--- src/design/otq_pkg.sv ---
package otq_pkg;

    // command kinds
    localparam logic [1:0] K_TICK  = 2'd0;
    localparam logic [1:0] K_ADD   = 2'd1;
    localparam logic [1:0] K_SET   = 2'd2;
    localparam logic [1:0] K_CLEAR = 2'd3;

    // reply kinds
    localparam logic [1:0] RK_FIRE = 2'd0;
    localparam logic [1:0] RK_SUM  = 2'd1;
    localparam logic [1:0] RK_ADD  = 2'd2;
    localparam logic [1:0] RK_SET  = 2'd3;

    // status codes
    localparam logic [1:0] ST_OK       = 2'd0;
    localparam logic [1:0] ST_FULL     = 2'd1;
    localparam logic [1:0] ST_ZERO     = 2'd2;
    localparam logic [1:0] ST_NOTFOUND = 2'd3;

    typedef logic [1:0]         t_kind;
    typedef logic [31:0]        t_time;
    typedef logic [30:0]        t_ivl;
    typedef logic signed [16:0] t_count;
    typedef logic [15:0]        t_handle;
    typedef logic signed [32:0] t_ttn;

    // one timer slot
    typedef struct packed {
        t_time   due;
        t_ivl    per;
        t_count  rem;
        t_handle hnd;
        t_time   stamp;
    } t_slot;

    typedef enum logic [3:0] {
        S_IDLE,
        S_TSCAN,
        S_FIRE,
        S_SSCAN,
        S_SUMMARY,
        S_HSCAN,
        S_SETDONE,
        S_ADD,
        S_CLEAR
    } t_state;

endpackage

--- src/design/otq_if.sv ---
// command channel
interface otq_cmd_if;
    logic                    valid;
    logic                    ready;
    otq_pkg::t_kind          kind;
    otq_pkg::t_time          now;
    otq_pkg::t_ivl           interval_ticks;
    otq_pkg::t_count         repeat_count;
    otq_pkg::t_handle        handle;

    modport source (output valid, kind, now, interval_ticks, repeat_count, handle,
                    input ready);
    modport sink   (input valid, kind, now, interval_ticks, repeat_count, handle,
                    output ready);
endinterface

// reply channel
interface otq_rsp_if;
    logic                    valid;
    logic                    ready;
    otq_pkg::t_kind          reply_kind;
    otq_pkg::t_handle        timer_handle;
    logic [1:0]              status;
    otq_pkg::t_ttn           time_to_next;
    logic                    last;

    modport source (output valid, reply_kind, timer_handle, status, time_to_next, last,
                    input ready);
    modport sink   (input valid, reply_kind, timer_handle, status, time_to_next, last,
                    output ready);
endinterface

--- src/design/ordered_timer_queue_top.sv ---
// Ordered timer queue: up to SLOTS timers that fire in order of due time.
// i_cmd (sink) takes one command transaction: tick, add, set interval or clear.
// o_rsp (source) gives reply transactions; the final reply of a command has last=1.
// A tick returns one fire reply per due timer (earliest due first, ties to the
// earlier scheduling) and then a summary with the time to the next timer.
// The block works on one command at a time; i_cmd.ready is high only when idle.
// Set interval and tick walk the slot table one slot per cycle through a shared
// due/stamp comparator; add and clear do not scan the table.
// Replies leave through a single output register; a command may be accepted
// while the last reply of the previous one still waits there.
// When the receiver stalls, the sequencer holds before its next reply.
// Reset (synchronous, active low) frees every slot and zeroes the handle and
// order counters.
module ordered_timer_queue_top #(
    parameter int SLOTS = 16
) (
    input  logic            i_clk,
    input  logic            i_rst_n,
    otq_cmd_if.sink         i_cmd,
    otq_rsp_if.source       o_rsp
);
    import otq_pkg::*;

    localparam int IW = (SLOTS > 1) ? $clog2(SLOTS) : 1;
    localparam logic [IW-1:0] LAST_IDX = IW'(SLOTS - 1);

    t_state            r_state, n_state;
    logic [IW-1:0]     r_idx, n_idx;
    logic [SLOTS-1:0]  r_valid, n_valid;
    logic [SLOTS-1:0]  r_fired, n_fired;
    t_slot             r_slot [SLOTS];

    // latched command
    t_time             r_now;
    t_ivl              r_ivl;
    t_count            r_rc;
    t_handle           r_hin;

    // best candidate of the current scan
    logic              r_bfound, n_bfound;
    logic [IW-1:0]     r_bidx, n_bidx;
    t_slot             r_best, n_best;

    t_handle           r_next_handle, n_next_handle;
    t_time             r_next_stamp, n_next_stamp;

    // output register
    logic              r_o_valid, n_o_valid;
    t_kind             r_o_kind, n_o_kind;
    t_handle           r_o_handle, n_o_handle;
    logic [1:0]        r_o_status, n_o_status;
    t_ttn              r_o_ttn, n_o_ttn;
    logic              r_o_last, n_o_last;

    // slot write port
    logic              w_en;
    logic [IW-1:0]     w_idx;
    t_slot             w_data;

    t_slot             rd;
    logic              emit_ok;
    logic              elig;
    logic              better;
    logic              take;
    logic [32:0]       sum;
    t_time             sat_due;
    t_count            rem_dec;
    logic              free_any;
    logic [IW-1:0]     free_idx;

    assign rd      = r_slot[r_idx];
    assign emit_ok = !r_o_valid || o_rsp.ready;
    assign better  = !r_bfound || (rd.due < r_best.due) ||
                     ((rd.due == r_best.due) && (rd.stamp < r_best.stamp));
    assign sum     = {1'b0, r_now} + {2'b0, r_best.per};
    assign sat_due = sum[32] ? '1 : sum[31:0];
    assign rem_dec = r_best.rem - 17'sd1;

    assign i_cmd.ready        = (r_state == S_IDLE);
    assign o_rsp.valid        = r_o_valid;
    assign o_rsp.reply_kind   = r_o_kind;
    assign o_rsp.timer_handle = r_o_handle;
    assign o_rsp.status       = r_o_status;
    assign o_rsp.time_to_next = r_o_ttn;
    assign o_rsp.last         = r_o_last;

    // scan eligibility of the slot under the index
    always_comb begin
        unique case (r_state)
            S_TSCAN: elig = r_valid[r_idx] && !r_fired[r_idx] && (rd.due <= r_now);
            S_SSCAN: elig = r_valid[r_idx];
            S_HSCAN: elig = r_valid[r_idx] && (rd.hnd == r_hin);
            default: elig = 1'b0;
        endcase
    end
    assign take = elig && better;

    // first free slot
    always_comb begin
        free_any = 1'b0;
        free_idx = '0;
        for (int i = SLOTS - 1; i >= 0; i--) begin
            if (!r_valid[i]) begin
                free_any = 1'b1;
                free_idx = IW'(i);
            end
        end
    end

    // sequencer
    always_comb begin
        n_state       = r_state;
        n_idx         = r_idx;
        n_valid       = r_valid;
        n_fired       = r_fired;
        n_bfound      = r_bfound;
        n_bidx        = r_bidx;
        n_best        = r_best;
        n_next_handle = r_next_handle;
        n_next_stamp  = r_next_stamp;
        n_o_valid     = r_o_valid && !o_rsp.ready;
        n_o_kind      = r_o_kind;
        n_o_handle    = r_o_handle;
        n_o_status    = r_o_status;
        n_o_ttn       = r_o_ttn;
        n_o_last      = r_o_last;
        w_en          = 1'b0;
        w_idx         = r_bidx;
        w_data        = r_best;

        unique case (r_state)
            S_IDLE: begin
                if (i_cmd.valid) begin
                    n_idx    = '0;
                    n_bfound = 1'b0;
                    unique case (i_cmd.kind)
                        K_TICK: begin
                            n_fired = '0;
                            n_state = S_TSCAN;
                        end
                        K_ADD:   n_state = S_ADD;
                        K_SET:   n_state = S_HSCAN;
                        K_CLEAR: n_state = S_CLEAR;
                        default: n_state = S_IDLE;
                    endcase
                end
            end

            S_TSCAN, S_SSCAN, S_HSCAN: begin
                if (take) begin
                    n_bfound = 1'b1;
                    n_bidx   = r_idx;
                    n_best   = rd;
                end
                if (r_idx == LAST_IDX) begin
                    n_idx = '0;
                    unique case (r_state)
                        S_TSCAN: begin
                            if (r_bfound || take) begin
                                n_state = S_FIRE;
                            end else begin
                                n_bfound = 1'b0;
                                n_state  = S_SSCAN;
                            end
                        end
                        S_SSCAN: n_state = S_SUMMARY;
                        default: n_state = S_SETDONE;
                    endcase
                end else begin
                    n_idx = r_idx + 1'b1;
                end
            end

            S_FIRE: begin
                if (emit_ok) begin
                    n_o_valid  = 1'b1;
                    n_o_kind   = RK_FIRE;
                    n_o_handle = r_best.hnd;
                    n_o_status = ST_OK;
                    n_o_ttn    = '0;
                    n_o_last   = 1'b0;
                    n_fired[r_bidx] = 1'b1;
                    w_en       = 1'b1;
                    w_data.due   = sat_due;
                    w_data.stamp = r_next_stamp;
                    if (r_best.rem < 0) begin
                        n_next_stamp = r_next_stamp + 1'b1;
                    end else begin
                        w_data.rem = rem_dec;
                        if (rem_dec <= 0) begin
                            n_valid[r_bidx] = 1'b0;
                        end else begin
                            n_next_stamp = r_next_stamp + 1'b1;
                        end
                    end
                    n_bfound = 1'b0;
                    n_idx    = '0;
                    n_state  = S_TSCAN;
                end
            end

            S_SUMMARY: begin
                if (emit_ok) begin
                    n_o_valid  = 1'b1;
                    n_o_kind   = RK_SUM;
                    n_o_handle = '0;
                    n_o_status = ST_OK;
                    n_o_last   = 1'b1;
                    if (!r_bfound) begin
                        n_o_ttn = '1;
                    end else if (r_best.due < r_now) begin
                        n_o_ttn = '0;
                    end else begin
                        n_o_ttn = {1'b0, r_best.due - r_now};
                    end
                    n_state = S_IDLE;
                end
            end

            S_SETDONE: begin
                if (emit_ok) begin
                    n_o_valid  = 1'b1;
                    n_o_kind   = RK_SET;
                    n_o_handle = r_hin;
                    n_o_ttn    = '0;
                    n_o_last   = 1'b1;
                    n_o_status = r_bfound ? ST_OK : ST_NOTFOUND;
                    w_en       = r_bfound;
                    w_data.per = r_ivl;
                    n_state    = S_IDLE;
                end
            end

            S_ADD: begin
                if (emit_ok) begin
                    n_o_valid  = 1'b1;
                    n_o_kind   = RK_ADD;
                    n_o_handle = '0;
                    n_o_ttn    = '0;
                    n_o_last   = 1'b1;
                    w_idx      = free_idx;
                    w_data.per = r_ivl;
                    w_data.rem = r_rc[16] ? -17'sd1 : r_rc;
                    w_data.hnd = r_next_handle;
                    w_data.stamp = r_next_stamp;
                    w_data.due = ({1'b0, r_now} + {2'b0, r_ivl}) > 33'h0FFFFFFFF ? '1 :
                                 r_now + {1'b0, r_ivl};
                    if (r_rc == 0) begin
                        n_o_status = ST_ZERO;
                    end else if (!free_any) begin
                        n_o_status = ST_FULL;
                    end else begin
                        n_o_status        = ST_OK;
                        n_o_handle        = r_next_handle;
                        w_en              = 1'b1;
                        n_valid[free_idx] = 1'b1;
                        n_next_handle     = r_next_handle + 1'b1;
                        n_next_stamp      = r_next_stamp + 1'b1;
                    end
                    n_state = S_IDLE;
                end
            end

            S_CLEAR: begin
                if (emit_ok) begin
                    n_o_valid  = 1'b1;
                    n_o_kind   = RK_SET;
                    n_o_handle = '0;
                    n_o_status = ST_OK;
                    n_o_ttn    = '0;
                    n_o_last   = 1'b1;
                    n_valid    = '0;
                    n_state    = S_IDLE;
                end
            end

            default: n_state = S_IDLE;
        endcase
    end

    // control registers
    always_ff @(posedge i_clk) begin
        if (!i_rst_n) begin
            r_state       <= S_IDLE;
            r_valid       <= '0;
            r_next_handle <= '0;
            r_next_stamp  <= '0;
            r_o_valid     <= 1'b0;
            r_bfound      <= 1'b0;
            r_idx         <= '0;
        end else begin
            r_state       <= n_state;
            r_valid       <= n_valid;
            r_next_handle <= n_next_handle;
            r_next_stamp  <= n_next_stamp;
            r_o_valid     <= n_o_valid;
            r_bfound      <= n_bfound;
            r_idx         <= n_idx;
        end
    end

    // payload registers
    always_ff @(posedge i_clk) begin
        r_fired    <= n_fired;
        r_bidx     <= n_bidx;
        r_best     <= n_best;
        r_o_kind   <= n_o_kind;
        r_o_handle <= n_o_handle;
        r_o_status <= n_o_status;
        r_o_ttn    <= n_o_ttn;
        r_o_last   <= n_o_last;
        if (i_cmd.valid && i_cmd.ready) begin
            r_now <= i_cmd.now;
            r_ivl <= i_cmd.interval_ticks;
            r_rc  <= i_cmd.repeat_count;
            r_hin <= i_cmd.handle;
        end
        if (w_en) begin
            r_slot[w_idx] <= w_data;
        end
    end

`ifndef SYNTHESIS
    a_fire_not_last: assert property (@(posedge i_clk) disable iff (!i_rst_n)
        (o_rsp.valid && o_rsp.reply_kind == RK_FIRE) |-> !o_rsp.last)
        else $error("fire reply marked last");

    a_ttn_only_summary: assert property (@(posedge i_clk) disable iff (!i_rst_n)
        (o_rsp.valid && o_rsp.reply_kind != RK_SUM) |-> (o_rsp.time_to_next == 0))
        else $error("time_to_next outside summary");

    a_accept_leaves_idle: assert property (@(posedge i_clk) disable iff (!i_rst_n)
        (i_cmd.valid && i_cmd.ready) |=> (r_state != S_IDLE))
        else $error("command accepted without starting work");
`endif

endmodule
--- src/flat_wrapper.sv ---
// flat-port wrapper written by rule: the top's interface ports become plain ports
module ordered_timer_queue_top_flat import otq_pkg::*;
#(
    parameter int SLOTS = 16
)
  (i_clk, i_rst_n, i_cmd_valid, i_cmd_kind, i_cmd_now, i_cmd_interval_ticks, i_cmd_repeat_count, i_cmd_handle, i_cmd_ready, o_rsp_valid, o_rsp_reply_kind, o_rsp_timer_handle, o_rsp_status, o_rsp_time_to_next, o_rsp_last, o_rsp_ready);
  otq_cmd_if i_cmd_i ();
  otq_rsp_if o_rsp_i ();
  input  logic i_clk;
  input  logic i_rst_n;
  input wire logic [$bits(i_cmd_i.valid)-1:0] i_cmd_valid;
  input wire logic [$bits(i_cmd_i.kind)-1:0] i_cmd_kind;
  input wire logic [$bits(i_cmd_i.now)-1:0] i_cmd_now;
  input wire logic [$bits(i_cmd_i.interval_ticks)-1:0] i_cmd_interval_ticks;
  input wire logic [$bits(i_cmd_i.repeat_count)-1:0] i_cmd_repeat_count;
  input wire logic [$bits(i_cmd_i.handle)-1:0] i_cmd_handle;
  output wire logic [$bits(i_cmd_i.ready)-1:0] i_cmd_ready;
  output wire logic [$bits(o_rsp_i.valid)-1:0] o_rsp_valid;
  output wire logic [$bits(o_rsp_i.reply_kind)-1:0] o_rsp_reply_kind;
  output wire logic [$bits(o_rsp_i.timer_handle)-1:0] o_rsp_timer_handle;
  output wire logic [$bits(o_rsp_i.status)-1:0] o_rsp_status;
  output wire logic [$bits(o_rsp_i.time_to_next)-1:0] o_rsp_time_to_next;
  output wire logic [$bits(o_rsp_i.last)-1:0] o_rsp_last;
  input wire logic [$bits(o_rsp_i.ready)-1:0] o_rsp_ready;
  assign i_cmd_i.valid = i_cmd_valid;
  assign i_cmd_i.kind = i_cmd_kind;
  assign i_cmd_i.now = i_cmd_now;
  assign i_cmd_i.interval_ticks = i_cmd_interval_ticks;
  assign i_cmd_i.repeat_count = i_cmd_repeat_count;
  assign i_cmd_i.handle = i_cmd_handle;
  assign i_cmd_ready = i_cmd_i.ready;
  assign o_rsp_valid = o_rsp_i.valid;
  assign o_rsp_reply_kind = o_rsp_i.reply_kind;
  assign o_rsp_timer_handle = o_rsp_i.timer_handle;
  assign o_rsp_status = o_rsp_i.status;
  assign o_rsp_time_to_next = o_rsp_i.time_to_next;
  assign o_rsp_last = o_rsp_i.last;
  assign o_rsp_i.ready = o_rsp_ready;
  ordered_timer_queue_top #(.SLOTS(SLOTS)) u_core (.i_clk(i_clk), .i_rst_n(i_rst_n), .i_cmd(i_cmd_i), .o_rsp(o_rsp_i));
endmodule
--- config.mk ---
export PLATFORM = sky130hd
export DESIGN_NAME = ordered_timer_queue_top_flat
export DESIGN_NICKNAME = d
export VERILOG_FILES = /design/src/design/otq_pkg.sv /design/src/design/otq_if.sv /design/src/design/ordered_timer_queue_top.sv /design/src/flat_wrapper.sv
export SDC_FILE = /design/constraint.sdc
export NUM_CORES = 2
export LEC_CHECK = 0
export ABC_AREA = 1
export BUFFER_PORTS_ARGS = -buffer_cell sky130_fd_sc_hd__buf_2
export CAP_MARGIN = 25
export CORE_ASPECT_RATIO = 1.25
export CORE_MARGIN = 2
export CORE_UTILIZATION = 50
export CTS_BUF_LIST = sky130_fd_sc_hd__clkbuf_16
export CTS_CLUSTER_SIZE = 25
export DETAILED_ROUTE_END_ITERATION = 12
export GPL_ROUTABILITY_DRIVEN = 0
export PLACE_DENSITY = 0.66
export SLEW_MARGIN = 40
export SYNTH_ARGS = -nofsm -noshare
export SYNTH_HDL_FRONTEND = slang
export SYNTH_SLANG_ARGS = --single-unit
--- constraint.sdc ---
create_clock -name i_clk -period 24.7 [get_ports i_clk]
set_input_delay 2.47 -clock i_clk [delete_from_list [all_inputs] [get_ports i_clk]]
set_output_delay 2.47 -clock i_clk [all_outputs]
set_load 0.05 [all_outputs]
After elaboration in Yosys (flattened, before gate mapping)

Memory sizes are Yosys's and may differ from the RTL's. A register that Yosys moved wholly into a read port is not among the register bits.
Cells that the tools add are included.

Add/subtract/negate cells: 8
Order comparisons: 12
Eq/ne operators: 32
Mux-type cells: 130
Bitwise operators: 5
Reductions and logical operators: 48

Operators by type and width:

| operator                                                                           | number |
|---|---|
| 32-bit 2-to-1 mux                                                                  | 11 |
| 16-bit 2-to-1 mux                                                                  | 16 |
| 32-bit case mux with 2 select lines                                                | 3 |
| 128-bit 2-to-1 mux                                                                 | 1 |
| 4-bit 2-to-1 mux                                                                   | 26 |
| 33-bit 2-to-1 mux                                                                  | 3 |
| 32-bit less-than comparator                                                        | 3 |
| 32-bit by 31-bit adder with 33-bit output                                          | 2 |
| 33-bit case mux with 2 select lines                                                | 1 |
| 16-bit case mux with 4 select lines                                                | 1 |
| 31-bit case mux with 2 select lines                                                | 1 |
| 17-bit 2-to-1 mux                                                                  | 3 |
| 16-bit case mux with 3 select lines                                                | 1 |
| 1-bit 2-to-1 mux                                                                   | 38 |
| 17-bit case mux with 2 select lines                                                | 1 |
| 33-bit by 32-bit greater-than comparator with 1-bit output (second input constant) | 1 |
| 32-bit by 1-bit adder with 32-bit output (second input constant)                   | 1 |
| 32-bit by 31-bit adder with 32-bit output                                          | 1 |
| 32-bit == test                                                                     | 1 |
| 32-bit <= comparator                                                               | 1 |
| 32-bit logical NOT                                                                 | 1 |
| 16-bit bitwise OR                                                                  | 2 |
| 16-bit case mux with 2 select lines                                                | 1 |
| 4-bit case mux with 4 select lines                                                 | 2 |
| other kinds (49)                                                                   | 113 |

Register bits: 372
Bits in writable memories: 2048
Input port bits: 102
Output and inout bits: 56
Word-level logic and storage cells: 259
Memories kept: 1

Memories:

| memory        | depth | bits a word | read ports | clocked after memory_dff | wr ports | RTL line                      | source |
|---|---|---|---|---|---|---|---|
| u_core.r_slot | 16    | 128         | 1          | 1                        | 1        | ordered_timer_queue_top.sv:31 | `t_slot r_slot [SLOTS];` |

Longest topological paths before layout

Depth after elaboration: 25
Gate-level depth with buffers: 29
Gate-level depth less buffers: 22

Least setup slack after synthesis

Ideal clock, no wire load.

Path type: flip-flop to flip-flop
Start point: reg with a tool-made name
End point: reg u_core.r_best[0] in the netlist's numbering (enable)
Data arrival time: 9.408 ns
Data required time: 24.032 ns
Setup slack: 14.624 ns
Cell stages (with the launch flop): 22
Path buffers: 7
Cell sequence: dfxtp_1 buf_4 inv_2 buf_6 buf_4 buf_4 buf_4 buf_2 buf_2 o21ai_0 o221ai_1 o211ai_1 o21ai_0 ha_1 nand2_1 nor3b_1 nand3_1 nor4_1 nand2_1 a211oi_1 nand2_1 a21oi_1

RTL lines:

| item                 | RTL line                       | source |
|---|---|---|
| end signal, assigned | ordered_timer_queue_top.sv:306 | `r_best <= n_best;` |
| end, declared        | ordered_timer_queue_top.sv:42  | `t_slot r_best, n_best;` |

==> out/results.md <==
| Item | Reported |
| --- | --- |
| Die extent in x | 413 um |
| Commonest cells in the netlist | edfxtp_1, nor2_1, o21ai_0 |
| Number of antenna violations at the first check in global routing | 9 |
| Total Die Area | 0.213 mm^2 |
| Syn Std Cell Area | 0.105 mm^2 |
| Worst-Margin Slew | 979 ps |
| Flip-flop and latch area | 0.0720 mm^2 |
| Count of different cell masters after synthesis | 68 |
| Count of input and output buffers | 157 |
| Clock transition at the registers of the reported paths | 70 ps |
| Detailed-route wire length | 303 mm |
| Top cells by area, synth | edfxtp_1, o21ai_0, nor2_1, nand2_1, ha_1 |
| Total Negative Setup Slacks | 0 ps |
| Synth Instances | 8,838 |
| Initial standard-cell utilization of the core | 0.503 |
| Post CTS Setup Buffer Count | 0 |
| Post-detailed-placement half-perimeter wirelength | 179 mm |
| Number of setup violations in the final report | 0 |
| Die Ht | 515 um |
| Count of cells along the worst hold path | 2 |
| Count of hold-fix buffers inserted at cts | 0 |
| Worst min path class | register to register |
| Ports | 158 |
| Clock latency at the later pin of the worst-skew pair | 890 ps |
| Slew margin rel. | 0.347 |
| Setup repair after global routing missed its margin | false |
| Detailed-router iteration count before antenna repair | 7 |
| Max rail drop VDD | 0.0871 mV |
| Detailed-route vias per instance | 6.18 |
| Max Fclk | 123 MHz |
| Worst reg-to-reg path cell count | 19 |
| Buffers from clock root to sink, at most | 3 |
| Initial drt markers | 9,472 |
| Area growth, synth to finish | 11.4% |
| Antenna violation net count after detailed routing | 0 |
| Final-report hold violation count | 0 |
| Largest area contributor in the netlist | edfxtp_1 |
| Number of max-capacitance violations reported | 0 |
| Worst endpoint data arrival time | 8620 ps |
| Warning count from the yosys run | 0 |
| Async set-or-reset flop fraction in the synthesized netlist | 0 |
| Total chip power | 11,200 uW |
| Kind of launch point of the worst setup path | register |
| Cell occurring most often along the worst timing path | nand2_1 |
| Clock tree from TritonCTS | done |
| Multi-input gate area in the final layout | 0.0291 mm^2 |
| Cell internal pwr | 7590 uW |
| Via count | 73,100 |
| Worst setup path endpoint | u_core.r_best[94] |
| Cell row count | 187 |
| Count leader, synth | edfxtp_1 |
| Vias in the first global route | 69,800 |
| Proportion of power drawn by the clock network | 0.319 |
| Resized Gates After CTS | 0 |
| Pwr per Cell Area | 96.0 mW/mm^2 |
| Sw power | 3590 uW |
| Worst slack at placement | 16,230 ps |
| Count of flip-flops with a built-in enable after synthesis | 2,346 |
| Ordered cell list for the critical path | buf_4 > buf_4 > buf_6 > buf_6 > o21ai_0 > o22ai_1 > nor2_1 > o22ai_1 > ha_1 > nand2_1 > nor4_1 > nand2_1 > nor4_1 > nand2_1 > a211oi_1 > nand2_1 > a21oi_4 > buf_4 > buf_6 |
| Worst setup slack after layout | 16,590 ps |
| Syn nets | 9,141 |
| Status | completed |
| Relative contribution of sequential cells to total power | 0.454 |
| Critical register-to-register path endpoint | u_core.r_best[94] |
| Clock tree skew after final layout | 44.7 ps |
| Leftover overflow at the end of global routing | 0 |
| Area of the core | 0.208 mm^2 |
| Slack of the worst reg-to-reg path | 16,590 ps |
| Net Sw Frac | 0.321 |
| Fin crit share | 0.329 |
| Start-to-end type of the worst setup path | register to register |
| Leakage power of the design | 0.0400 uW |
| Root cell of the clock tree | clkbuf_16 |
| Total clock buffers created by CTS | 229 |
| Average routed wire per standard cell | 25.6 um |
| Combinational group share of total power | 0.227 |
| Yosys reg bits | 2,424 |
| Synth Flop Type | edfxtp_1 |
| Syn_area_per_cell | 11.8 um^2 |
| Time the worst path needs with I/O delays and setup | 8110 ps |
| Count of final max-slew check failures | 0 |
| Wire length of the first global-routing pass | 446 mm |
| Post-detailed-route DRC marker count | 0 |
| CTS H-Tree Depth | 4 |
| All-Layer GR Usage | 0.280 |
| Worst path slowest cell | dfxtp_4 |
| Count of fill cells added during filler insertion | 17,000 |
| Endpoint kind of the worst setup timing path | register |
| Stage delay of the slowest cell on the critical path | 760 ps |
| Area share of the largest cell type after synthesis | 0.674 |
| Number of nets in the finished design | 9,195 |
| Fraction of layout instances using a drive strength above 1 | 0.0950 |
| Pin count of the biggest net entering global routing | 175 |
| Largest fanout of any net on the critical path | 85 |
| CP Data Required Time | 25,210 ps |
| Sequential fraction of the synthesis area | 0.689 |
| Clock sink count | 2,424 |
## power groups by stage
| stage | clock, uW | combinational (uW) | sequential, uW |
|---|---|---|---|
| 2_1_floorplan | 0 | 1530 | 5230 |
| 3_3_place_gp | 0 | 2370 | 5160 |
| 3_5_place_dp | 0 | 2460 | 5150 |
| 4_1_cts | 3610 | 2470 | 5070 |
| 5_1_grt | 3760 | 2750 | 5080 |
| 6_report | 3570 | 2530 | 5080 |
## cell families after synthesis
family	share of synthesized area
AO/OA/AOI/OAI	0.128
XOR/XNOR	0.0102
adder cells (fa/ha/maj)	0.0243
buffers and inverters	0.0368
flip-flops	0.689
multiplexers	0.000574
AND/OR/NAND/NOR	0.111
## worst min-delay path by stage
| stage | from | endpoint | slack (ps) |
|---|---|---|---|
| finish | u_core.r_next_stamp[31] | u_core.r_next_stamp[31] | 470 |
| floorplan | u_core.r_idx[2] | u_core.r_bidx[2] | 410 |
| global route | u_core.r_next_stamp[30] | u_core.r_next_stamp[30] | 480 |
| detailed placement | u_core.r_next_stamp[31] | u_core.r_next_stamp[31] | 460 |
| CTS | u_core.r_next_stamp[30] | u_core.r_next_stamp[30] | 470 |
| global placement | u_core.r_next_stamp[31] | u_core.r_next_stamp[31] | 460 |
## worst max-delay path, delay by kind of cell, from the launching register on
kind / cells / cell delay (ps)
compound gates: 5 / 1210
fa+ha+maj: 1 / 230
buf+inv: 6 / 3720
flops: 1 / 760
simple gates: 7 / 1480
## layer usage
layer / global-route usage / vias up / share of wire
met3: 0.0544 / 644 / 0.10
li1: - / 32400 / -
met1: 0.386 / 36200 / 0.40
met5: 0 / - / 0.00019
met2: 0.444 / 3861 / 0.46
met4: 0.100 / 8 / 0.036
## area by class of cell
| cell class | instances | share of cell area |
|---|---|---|
| timing repair buffer | 334 | 0.0226 |
| clock inverter | 195 | 0.0146 |
| tap | 2740 | 0.0294 |
| inverter | 439 | 0.0145 |
| clock buffer | 236 | 0.0507 |
| multi-input combinational | 5464 | 0.250 |
| sequential | 2424 | 0.618 |
| antenna | 2 | 0.0000430 |
## stage by stage
stage,utilization,hold slack (ps),cells,instance area [um^2]
floorplan,-,406,8838,105000
global placement,0.520,455,11400,108000
detailed placement,0.523,461,11400,109000
CTS,0.560,471,11800,116000
global route,0.561,479,11800,116000
finish,0.561,472,11800,116000
## flip-flops by register name, indices dropped and copies added, names as in the netlist, 17 cells and up, named ones only
name,cells
u_core.r_ivl,31
u_core.r_slot,2048
u_core.r_now,32
u_core.r_rc,17
u_core.r_next_stamp,32
u_core.r_best,128
u_core.o_rsp.time_to_next,33
## placed cells by master (no fill, tap or decap), types with 58 or more instances in the layout
| master | instances |
|---|---|
| a21oi_1 | 243 |
| buf_2 | 161 |
| buf_4 | 112 |
| clkbuf_16 | 236 |
| clkinv_1 | 61 |
| dfxtp_1 | 74 |
| edfxtp_1 | 2346 |
| ha_1 | 198 |
| inv_1 | 451 |
| nand2_1 | 925 |
| nand3_1 | 379 |
| nor2_1 | 1294 |
| nor3_1 | 83 |
| o211ai_1 | 106 |
| o21ai_0 | 1221 |
| o21ai_1 | 58 |
| o221ai_1 | 217 |
| o22ai_1 | 285 |
| xor2_1 | 76 |
No activity file was read; power rests on OpenSTA's default activity.
